## src/hw/rtl/adlbd_pkg.sv

```systemverilog
`timescale 1ns / 1ps
`default_nettype none
// ----------------------------------------------------------------------------
// adlbd_pkg
// Shared types, constants and the ladder window decode for the keypad
// debouncer.
// ----------------------------------------------------------------------------
package adlbd_pkg;

   localparam int TIME_BITS   = 32;
   localparam int NUM_BUTTONS = 5;

   localparam int SAMPLE_BITS   = 12;
   localparam int NOW_BITS      = 32;
   localparam int DEBOUNCE_BITS = 16;
   localparam int HOLD_BITS     = 32;

   localparam int REQ_DATA_BITS = 48;
   localparam int RSP_DATA_BITS = 32;
   localparam int CSR_DATA_BITS = 32;
   localparam int CSR_IDX_BITS  = 2;

   localparam int QUEUE_DEPTH = 2;
   localparam int QPTR_BITS   = $clog2(QUEUE_DEPTH);

   // ladder window limits (open intervals)
   localparam logic [SAMPLE_BITS-1:0] WIN0_HI = 12'd200;
   localparam logic [SAMPLE_BITS-1:0] WIN1_LO = 12'd700;
   localparam logic [SAMPLE_BITS-1:0] WIN1_HI = 12'd1100;
   localparam logic [SAMPLE_BITS-1:0] WIN2_LO = 12'd1300;
   localparam logic [SAMPLE_BITS-1:0] WIN2_HI = 12'd1700;
   localparam logic [SAMPLE_BITS-1:0] WIN3_LO = 12'd1900;
   localparam logic [SAMPLE_BITS-1:0] WIN3_HI = 12'd2300;
   localparam logic [SAMPLE_BITS-1:0] WIN4_LO = 12'd2700;
   localparam logic [SAMPLE_BITS-1:0] WIN4_HI = 12'd3100;

   // register indexes
   localparam logic [CSR_IDX_BITS-1:0] CSR_DEBOUNCE = 2'd0;
   localparam logic [CSR_IDX_BITS-1:0] CSR_INVERT   = 2'd1;
   localparam logic [CSR_IDX_BITS-1:0] CSR_HOLD     = 2'd2;

   localparam logic [DEBOUNCE_BITS-1:0] DEBOUNCE_RESET = 16'd25;
   localparam logic [NUM_BUTTONS-1:0]   INVERT_RESET   = 5'd31;
   localparam logic [HOLD_BITS-1:0]     HOLD_RESET     = 32'd1000;

   typedef logic [TIME_BITS-1:0]   time_type;
   typedef logic [NUM_BUTTONS-1:0] btn_mask_type;

   // classified word handed from front to back
   typedef struct packed {
      btn_mask_type raw;
      time_type     now;
   } item_type;

   typedef struct packed {
      logic full;
      logic not_empty;
   } queue_status_type;

   // bit i set when the sample lies inside button i's window
   function automatic btn_mask_type window_hits(input logic [SAMPLE_BITS-1:0] s);
      btn_mask_type m;
      m    = '0;
      m[0] = (s < WIN0_HI);
      m[1] = (s > WIN1_LO) && (s < WIN1_HI);
      m[2] = (s > WIN2_LO) && (s < WIN2_HI);
      m[3] = (s > WIN3_LO) && (s < WIN3_HI);
      m[4] = (s > WIN4_LO) && (s < WIN4_HI);
      return m;
   endfunction

endpackage
`default_nettype wire

```

## src/hw/rtl/adlbd_front.sv

```systemverilog
`timescale 1ns / 1ps
`default_nettype none
// ----------------------------------------------------------------------------
// adlbd_front
// Input side: accept sample words and decode the ladder voltage into a raw
// per-button level.
// ----------------------------------------------------------------------------
module adlbd_front (
   input  wire logic                                  req_tvalid,
   output logic                                       req_tready,
   input  wire logic [adlbd_pkg::REQ_DATA_BITS-1:0]   req_tdata,
   input  wire logic [adlbd_pkg::NUM_BUTTONS-1:0]     invert_mask,
   input  wire adlbd_pkg::queue_status_type           q_status,
   output logic                                       q_push,
   output adlbd_pkg::item_type                        q_item
);

   logic [adlbd_pkg::SAMPLE_BITS-1:0] sample;
   logic [adlbd_pkg::NOW_BITS-1:0]    now_full;

   assign sample   = req_tdata[adlbd_pkg::SAMPLE_BITS-1:0];
   assign now_full = req_tdata[adlbd_pkg::SAMPLE_BITS +: adlbd_pkg::NOW_BITS];

   // take a word whenever the queue has room
   assign req_tready = !q_status.full;
   assign q_push     = req_tvalid && !q_status.full;

   // in-window reads low; invert flips to pressed-high
   assign q_item.raw = (~adlbd_pkg::window_hits(sample)) ^ invert_mask;
   assign q_item.now = adlbd_pkg::TIME_BITS'(now_full);

endmodule
`default_nettype wire

```

## src/hw/rtl/adlbd_queue.sv

```systemverilog
`timescale 1ns / 1ps
`default_nettype none
// ----------------------------------------------------------------------------
// adlbd_queue
// Short FIFO between the decode front and the debounce back.
// ----------------------------------------------------------------------------
module adlbd_queue (
   input  wire logic                        clock,
   input  wire logic                        reset,
   input  wire logic                        push,
   input  wire adlbd_pkg::item_type         push_item,
   input  wire logic                        pop,
   output adlbd_pkg::item_type              pop_item,
   output adlbd_pkg::queue_status_type      status
);

   adlbd_pkg::item_type entry_ff [adlbd_pkg::QUEUE_DEPTH];

   logic [adlbd_pkg::QPTR_BITS-1:0] wr_ptr_ff, wr_ptr_in;
   logic [adlbd_pkg::QPTR_BITS-1:0] rd_ptr_ff, rd_ptr_in;
   logic [adlbd_pkg::QPTR_BITS:0]   count_ff, count_in;

   function automatic logic [adlbd_pkg::QPTR_BITS-1:0] next_ptr(
      input logic [adlbd_pkg::QPTR_BITS-1:0] p);
      logic [adlbd_pkg::QPTR_BITS-1:0] n;
      if (p == adlbd_pkg::QPTR_BITS'(adlbd_pkg::QUEUE_DEPTH - 1)) begin
         n = '0;
      end else begin
         n = p + 1'b1;
      end
      return n;
   endfunction

   always_comb begin
      wr_ptr_in = push ? next_ptr(wr_ptr_ff) : wr_ptr_ff;
      rd_ptr_in = pop ? next_ptr(rd_ptr_ff) : rd_ptr_ff;
      count_in  = count_ff + (adlbd_pkg::QPTR_BITS+1)'(push)
                           - (adlbd_pkg::QPTR_BITS+1)'(pop);
   end

   always_ff @(posedge clock) begin
      if (reset) begin
         wr_ptr_ff <= '0;
         rd_ptr_ff <= '0;
         count_ff  <= '0;
      end else begin
         wr_ptr_ff <= wr_ptr_in;
         rd_ptr_ff <= rd_ptr_in;
         count_ff  <= count_in;
      end
   end

   always_ff @(posedge clock) begin
      if (push) begin
         entry_ff[wr_ptr_ff] <= push_item;
      end
   end

   assign pop_item         = entry_ff[rd_ptr_ff];
   assign status.full      = (count_ff == (adlbd_pkg::QPTR_BITS+1)'(adlbd_pkg::QUEUE_DEPTH));
   assign status.not_empty = (count_ff != '0);

endmodule
`default_nettype wire

```

## src/hw/rtl/adlbd_back.sv

```systemverilog
`timescale 1ns / 1ps
`default_nettype none
// ----------------------------------------------------------------------------
// adlbd_back
// Debounce engine: per-button level and change time, edge and hold flags,
// and the registered result word.
// ----------------------------------------------------------------------------
module adlbd_back (
   input  wire logic                                   clock,
   input  wire logic                                   reset,
   input  wire adlbd_pkg::queue_status_type            q_status,
   input  wire adlbd_pkg::item_type                    q_item,
   output logic                                        q_pop,
   input  wire logic [adlbd_pkg::DEBOUNCE_BITS-1:0]    debounce_ms,
   input  wire logic [adlbd_pkg::HOLD_BITS-1:0]        hold_ms,
   output logic                                        rsp_tvalid,
   input  wire logic                                   rsp_tready,
   output logic [adlbd_pkg::RSP_DATA_BITS-1:0]         rsp_tdata
);

   localparam int NB = adlbd_pkg::NUM_BUTTONS;

   adlbd_pkg::time_type     last_change_ff [NB];
   adlbd_pkg::time_type     last_change_in [NB];
   adlbd_pkg::time_type     elapsed        [NB];
   adlbd_pkg::time_type     elapsed_hold   [NB];
   adlbd_pkg::btn_mask_type level_ff, level_in;
   logic                    primed_ff;
   adlbd_pkg::btn_mask_type rise, fall, held, idle;

   logic                    out_valid_ff;
   adlbd_pkg::btn_mask_type state_ff, pressed_ff, released_ff, held_ff, idle_ff;

   // advance when the output register is free or being drained
   assign q_pop = q_status.not_empty && (!out_valid_ff || rsp_tready);

   always_comb begin
      level_in = level_ff;
      rise     = '0;
      fall     = '0;
      held     = '0;
      idle     = '0;
      for (int i = 0; i < NB; i++) begin
         elapsed[i]        = q_item.now - last_change_ff[i];
         last_change_in[i] = last_change_ff[i];
         elapsed_hold[i]   = elapsed[i];
         if (!primed_ff) begin
            // prime: load level and time, no edges
            level_in[i]       = q_item.raw[i];
            last_change_in[i] = q_item.now;
            elapsed_hold[i]   = '0;
         end else if ((elapsed[i] >= adlbd_pkg::TIME_BITS'(debounce_ms)) &&
                      (q_item.raw[i] != level_ff[i])) begin
            level_in[i]       = q_item.raw[i];
            last_change_in[i] = q_item.now;
            elapsed_hold[i]   = '0;
            rise[i]           = q_item.raw[i];
            fall[i]           = !q_item.raw[i];
         end
         if (adlbd_pkg::HOLD_BITS'(elapsed_hold[i]) >= hold_ms) begin
            held[i] = level_in[i];
            idle[i] = !level_in[i];
         end
      end
   end

   always_ff @(posedge clock) begin
      if (reset) begin
         level_ff     <= '0;
         primed_ff    <= 1'b0;
         out_valid_ff <= 1'b0;
      end else begin
         if (q_pop) begin
            level_ff  <= level_in;
            primed_ff <= 1'b1;
         end
         if (q_pop) begin
            out_valid_ff <= 1'b1;
         end else if (rsp_tready) begin
            out_valid_ff <= 1'b0;
         end
      end
   end

   always_ff @(posedge clock) begin
      if (q_pop) begin
         for (int i = 0; i < NB; i++) begin
            last_change_ff[i] <= last_change_in[i];
         end
         state_ff    <= level_in;
         pressed_ff  <= rise;
         released_ff <= fall;
         held_ff     <= held;
         idle_ff     <= idle;
      end
   end

   assign rsp_tvalid = out_valid_ff;
   assign rsp_tdata  = adlbd_pkg::RSP_DATA_BITS'({idle_ff, held_ff, released_ff,
                                                  pressed_ff, state_ff});

endmodule
`default_nettype wire

```

## src/hw/rtl/adc_ladder_button_debouncer_unit.sv

```systemverilog
`timescale 1ns / 1ps
`default_nettype none
// A sample word passes through the queue and the result register in turn.
// Throughput: one sample word per cycle while rsp_tready is high; the debounce
// update is registered straight into the result word, and a two-entry queue
// keeps the input open, until it fills, while a result waits on rsp_tready.
// Reset (synchronous, active high): clears the queue, the result valid flag, the
// debounced levels and the primed flag, and loads debounce 25, invert 31, hold 1000.
// ----------------------------------------------------------------------------
// adc_ladder_button_debouncer_unit
// Five-button resistor-ladder keypad decoder with per-button debounce, edge
// detection and held/idle flags.
// ----------------------------------------------------------------------------
module adc_ladder_button_debouncer_unit (
   input  wire logic                                  clock,
   input  wire logic                                  reset,
   // sample channel
   input  wire logic                                  req_tvalid,
   output logic                                       req_tready,
   // [11:0] adc_sample, [43:12] now_ms, [47:44] zero
   input  wire logic [adlbd_pkg::REQ_DATA_BITS-1:0]   req_tdata,
   // result channel
   output logic                                       rsp_tvalid,
   input  wire logic                                  rsp_tready,
   // [4:0] state_mask, [9:5] pressed_edge_mask, [14:10] released_edge_mask,
   // [19:15] held_mask, [24:20] idle_mask, [31:25] zero
   output logic [adlbd_pkg::RSP_DATA_BITS-1:0]        rsp_tdata,
   // register write channel
   input  wire logic                                  csr_valid,
   output logic                                       csr_ready,
   input  wire logic [adlbd_pkg::CSR_IDX_BITS-1:0]    csr_index,
   input  wire logic [adlbd_pkg::CSR_DATA_BITS-1:0]   csr_data
);

   // ---------------------------------------------------------------------
   // Configuration registers. Writes are registered; an index past the list
   // is taken and dropped.
   // ---------------------------------------------------------------------
   logic [adlbd_pkg::DEBOUNCE_BITS-1:0] debounce_ms_ff;
   logic [adlbd_pkg::NUM_BUTTONS-1:0]   invert_mask_ff;
   logic [adlbd_pkg::HOLD_BITS-1:0]     hold_ms_ff;

   assign csr_ready = 1'b1;

   always_ff @(posedge clock) begin
      if (reset) begin
         debounce_ms_ff <= adlbd_pkg::DEBOUNCE_RESET;
         invert_mask_ff <= adlbd_pkg::INVERT_RESET;
         hold_ms_ff     <= adlbd_pkg::HOLD_RESET;
      end else if (csr_valid) begin
         unique case (csr_index)
            adlbd_pkg::CSR_DEBOUNCE: begin
               debounce_ms_ff <= csr_data[adlbd_pkg::DEBOUNCE_BITS-1:0];
            end
            adlbd_pkg::CSR_INVERT: begin
               invert_mask_ff <= csr_data[adlbd_pkg::NUM_BUTTONS-1:0];
            end
            adlbd_pkg::CSR_HOLD: begin
               hold_ms_ff <= csr_data[adlbd_pkg::HOLD_BITS-1:0];
            end
            default: begin
               // unmapped index: drop the word
            end
         endcase
      end
   end

   // ---------------------------------------------------------------------
   // Front: decode the ladder sample into raw levels and push to the queue.
   // ---------------------------------------------------------------------
   adlbd_pkg::queue_status_type q_status;
   adlbd_pkg::item_type         push_item;
   adlbd_pkg::item_type         pop_item;
   logic                        q_push;
   logic                        q_pop;

   adlbd_front u_front (
      .req_tvalid  (req_tvalid),
      .req_tready  (req_tready),
      .req_tdata   (req_tdata),
      .invert_mask (invert_mask_ff),
      .q_status    (q_status),
      .q_push      (q_push),
      .q_item      (push_item)
   );

   // Queue: decouple the decode from the debounce engine.
   adlbd_queue u_queue (
      .clock     (clock),
      .reset     (reset),
      .push      (q_push),
      .push_item (push_item),
      .pop       (q_pop),
      .pop_item  (pop_item),
      .status    (q_status)
   );

   // Back: debounce, edges, hold flags and the result register.
   adlbd_back u_back (
      .clock       (clock),
      .reset       (reset),
      .q_status    (q_status),
      .q_item      (pop_item),
      .q_pop       (q_pop),
      .debounce_ms (debounce_ms_ff),
      .hold_ms     (hold_ms_ff),
      .rsp_tvalid  (rsp_tvalid),
      .rsp_tready  (rsp_tready),
      .rsp_tdata   (rsp_tdata)
   );

   // ---------------------------------------------------------------------
   // Checks on the result word: edges and flags agree with the state.
   // ---------------------------------------------------------------------
`ifndef SYNTHESIS
   a_press_matches_state: assert property (@(posedge clock) disable iff (reset)
      rsp_tvalid |-> ((rsp_tdata[9:5] & ~rsp_tdata[4:0]) == 5'd0))
      else $error("pressed edge on a button whose state is zero");

   a_release_matches_state: assert property (@(posedge clock) disable iff (reset)
      rsp_tvalid |-> ((rsp_tdata[14:10] & rsp_tdata[4:0]) == 5'd0))
      else $error("released edge on a button whose state is one");

   a_hold_idle_match_state: assert property (@(posedge clock) disable iff (reset)
      rsp_tvalid |-> (((rsp_tdata[19:15] & ~rsp_tdata[4:0]) == 5'd0) &&
                      ((rsp_tdata[24:20] & rsp_tdata[4:0]) == 5'd0)))
      else $error("held or idle flag disagrees with the state");
`endif

endmodule
`default_nettype wire
```

## config.mk

```make
export PLATFORM = sky130hd
export DESIGN_NAME = adc_ladder_button_debouncer_unit
export DESIGN_NICKNAME = d
export VERILOG_FILES = /design/src/hw/rtl/adlbd_pkg.sv /design/src/hw/rtl/adlbd_front.sv /design/src/hw/rtl/adlbd_queue.sv /design/src/hw/rtl/adlbd_back.sv /design/src/hw/rtl/adc_ladder_button_debouncer_unit.sv
export SDC_FILE = /design/constraint.sdc
export NUM_CORES = 1
export LEC_CHECK = 0
export ABC_AREA = 1
export BUFFER_PORTS_ARGS = -buffer_cell sky130_fd_sc_hd__buf_2
export CAP_MARGIN = 20
export CORE_MARGIN = 8
export CORE_UTILIZATION = 45
export DETAILED_ROUTE_END_ITERATION = 16
export PLACE_DENSITY = 0.62
export SYNTH_ARGS = -nofsm -noshare
export SYNTH_HDL_FRONTEND = slang
export SYNTH_SLANG_ARGS = --single-unit
```

## constraint.sdc

```tcl
create_clock -name clock -period 13.65 [get_ports clock]
set_input_delay 2.0475 -clock clock [delete_from_list [all_inputs] [get_ports clock]]
set_output_delay 2.0475 -clock clock [all_outputs]
set_load 0.02 [all_outputs]
```

==> flow_summary.yaml <==
die:
  die_w_um: 281
  core.rowCount: 97
  die_h_um: 281
  start_util_pct: 45.2
  die_area_um2: 78800
  io_pins: 122
  coreArea_um2: 69700
timing:
  period_minus_slack_ps: 7870
  worstMarginPinSlew_ps: 1040
  clock_skew_ps: 24.2
  hold_viol: 0
  setup_viol: 0
  max_freq_mhz: 127
  finalMaxSlewViolations: 0
  max_slew_margin_pct: 30.3
  grt_setup_unrepaired: "no"
  fin_crit_sh_pct: 57.6
  tns_ps: 0
drt:
  via_per_inst: 5.01
  wl_um: 103000
  drtAntennaViolNets: 0
  drt_iter0_markers: 2231
  routedWlPerCell_um: 17.7
  via_count: 29200
  drc: 0
  first_pass_iters: 5
clocking:
  cts_tree: "done"
  clk_pin_slew_worst_paths_ps: 60
  cts.path.max_buffers: 3
  numCtsBuffers: 40
  htree_levels: 2
  cts_setup_buffers: 0
  clockRootBuffer: "clkbuf_16"
  cts-resized-gates: 0
  hold_buffers: 0
  numClockSinks: 324
  clock_latency_ps: 590
setup_path:
  path_depth: 41
  crit_path_max_incr_delay_ps: 470
  critPathCaptureType: "register"
  critPathSlowestCell: "ha_1"
  r2r_end: "u_back.held_ff[4]"
  crit_end: "u_back.held_ff[4]"
  crit_family: "simple AND/OR/NAND/NOR gates"
  crit_top_cell: "nand2_1"
  reg2reg_depth: 41
  critPathBufInv: 5
  worstPathArrival_ps: 8190
  critPathRequiredTime_ps: 13970
  worstSetupPathType: "register to register"
  rrSetupSlack_ps: 5780
  cp_max_fo: 38
  start_kind: "register"
min_path:
  min_path_cells: 1
  hold_class: "register to register"
place:
  routabilityCongestion: 0.969
  place_hpwl_um: 79900
  io_buffers: 109
  dp_cells: 5760
layout:
  finalNonFillerCells: 5834
  fillCellCount: 7216
  diodes: 0
  drive_above_1_share_pct: 7.34
  areaGrowthSynthToFinish_pct: 10.1
  nets: 5362
yosys:
  yosysTopAreaCell: "edfxtp_1"
  netlist_instances: 4715
  synth_area_leaders: "edfxtp_1 25%, nand2_1 19%, ha_1 16%"
  synth_cell_types: 52
  synth_top_area_share_pct: 24.7
  synth_edf_count: 259
  synthTopCellsByCount: "1,588 x nand2_1, 989 x inv_1, 407 x ha_1"
  ys_seq_area_share_pct: 28.8
  synth.ff_latch_count: 324
  synth-async-reset-ratio_pct: 0
  syn-cell-area_um2: 31500
  avgSynthCellArea_um2: 6.69
  synth_top_flop_cell: "edfxtp_1"
  yosysWarnings: 0
  synth_most_common_cell: "nand2_1"
global_route:
  grt_max_degree: 43
  grt_overflow: 0
  first_global_vias: 27200
  antenna_found_initial: 2
  track_usage_pct: 25.8
  grt_pass1_wl_um: 155000
run_status:
  status: "complete, no violations"
job:
  cap_viol_max_count: 0
cells by family (layout without fill, tap and decap cells):
| family | Yosys count | count (layout) | share of synthesized area, % |
|---|---|---|---|
| buf+inv | 1053 | 1226 | 13.0 |
| flops | 324 | 324 | 28.8 |
| other cells | 2 | 8 | 0.0238 |
| xor+xnor | 84 | 84 | 2.33 |
| fa+ha+maj | 412 | 412 | 16.5 |
| simple gates | 2412 | 2412 | 31.4 |
| compound gates | 428 | 428 | 7.93 |
registers in the layout, summed over array words and instances (netlist names), 2 cells and up, named ones only:
name                   flops
u_back.last_change_ff    160
u_queue.entry_ff          74
hold_ms_ff                32
debounce_ms_ff            16
invert_mask_ff             5
u_back.held_ff             5
u_back.idle_ff             5
u_back.level_ff            5
u_back.pressed_ff          5
u_back.released_ff         5
u_back.state_ff            5
u_queue.count_ff           2
worst min path at each step:
| stage | endpoint | from |
|---|---|---|
| 3_5_place_dp | register | u_queue.rd_ptr_ff |
| 4_1_cts | register | u_queue.rd_ptr_ff |
| 6_report | u_queue.rd_ptr_ff | u_queue.rd_ptr_ff |
| 2_1_floorplan | register | u_queue.rd_ptr_ff |
| 5_1_grt | u_queue.rd_ptr_ff | u_queue.rd_ptr_ff |
| 3_3_place_gp | register | u_queue.rd_ptr_ff |
cell type report:
class	count	area, um2	area share [%]
clock buffer	45	1030	2.97
multi-input combinational	3344	18400	53.1
tap	940	1180	3.39
sequential	324	9080	26.2
inverter	1004	3770	10.9
clock inverter	28	342	0.985
timing repair buffer	149	858	2.47
placed cells by master (no fill, tap or decap), types with 5 or more instances in the layout:
cell       instances
a21oi_1          232
nor3_1            54
nand3_1          186
dfxtp_1           65
nand3b_1          12
and2_1            29
ha_1             407
a31oi_1            7
o21ai_0           77
inv_6              5
nand4_1           51
or2_2              9
clkbuf_16         40
o211ai_1          14
a21oi_2           34
clkinv_2           8
nor3_2             9
fa_1               5
edfxtp_1         259
buf_4             39
buf_2            109
o21a_1             6
bufinv_16          6
nand2_1         1588
a21o_1             6
conb_1             8
nor2_2            54
a211oi_1          21
xor2_1            68
inv_2             10
inv_1            989
o21bai_1           8
clkinv_1           8
nand2_2            9
xnor2_1           16
nor2_1           388
nor4_1             6
metal layers:
metal | vias to the layer above | wire [um] | global-route usage (%)
met1 | 13100 | 45800 | 33.8
met4 | 0 | 5300 | 11.7
met5 | - | 0 | 0
li1 | 15100 | - | -
met3 | 170 | 6510 | 3.25
met2 | 820 | 45700 | 42.3
through the flow:
stage	hold slack [ps]	worst slack [ps]	instance area, um2	utilization (%)
final	454	5780	34700	49.8
after CTS	449	5770	34700	49.8
after detailed placement	440	5850	33300	47.8
after global placement	432	5880	33300	47.8
after floorplan	426	7850	31500	-
after global routing	490	5170	34700	49.8
Power is not shown: default switching activity piles up to over one toggle a cycle in this logic, so the estimate is an artifact.
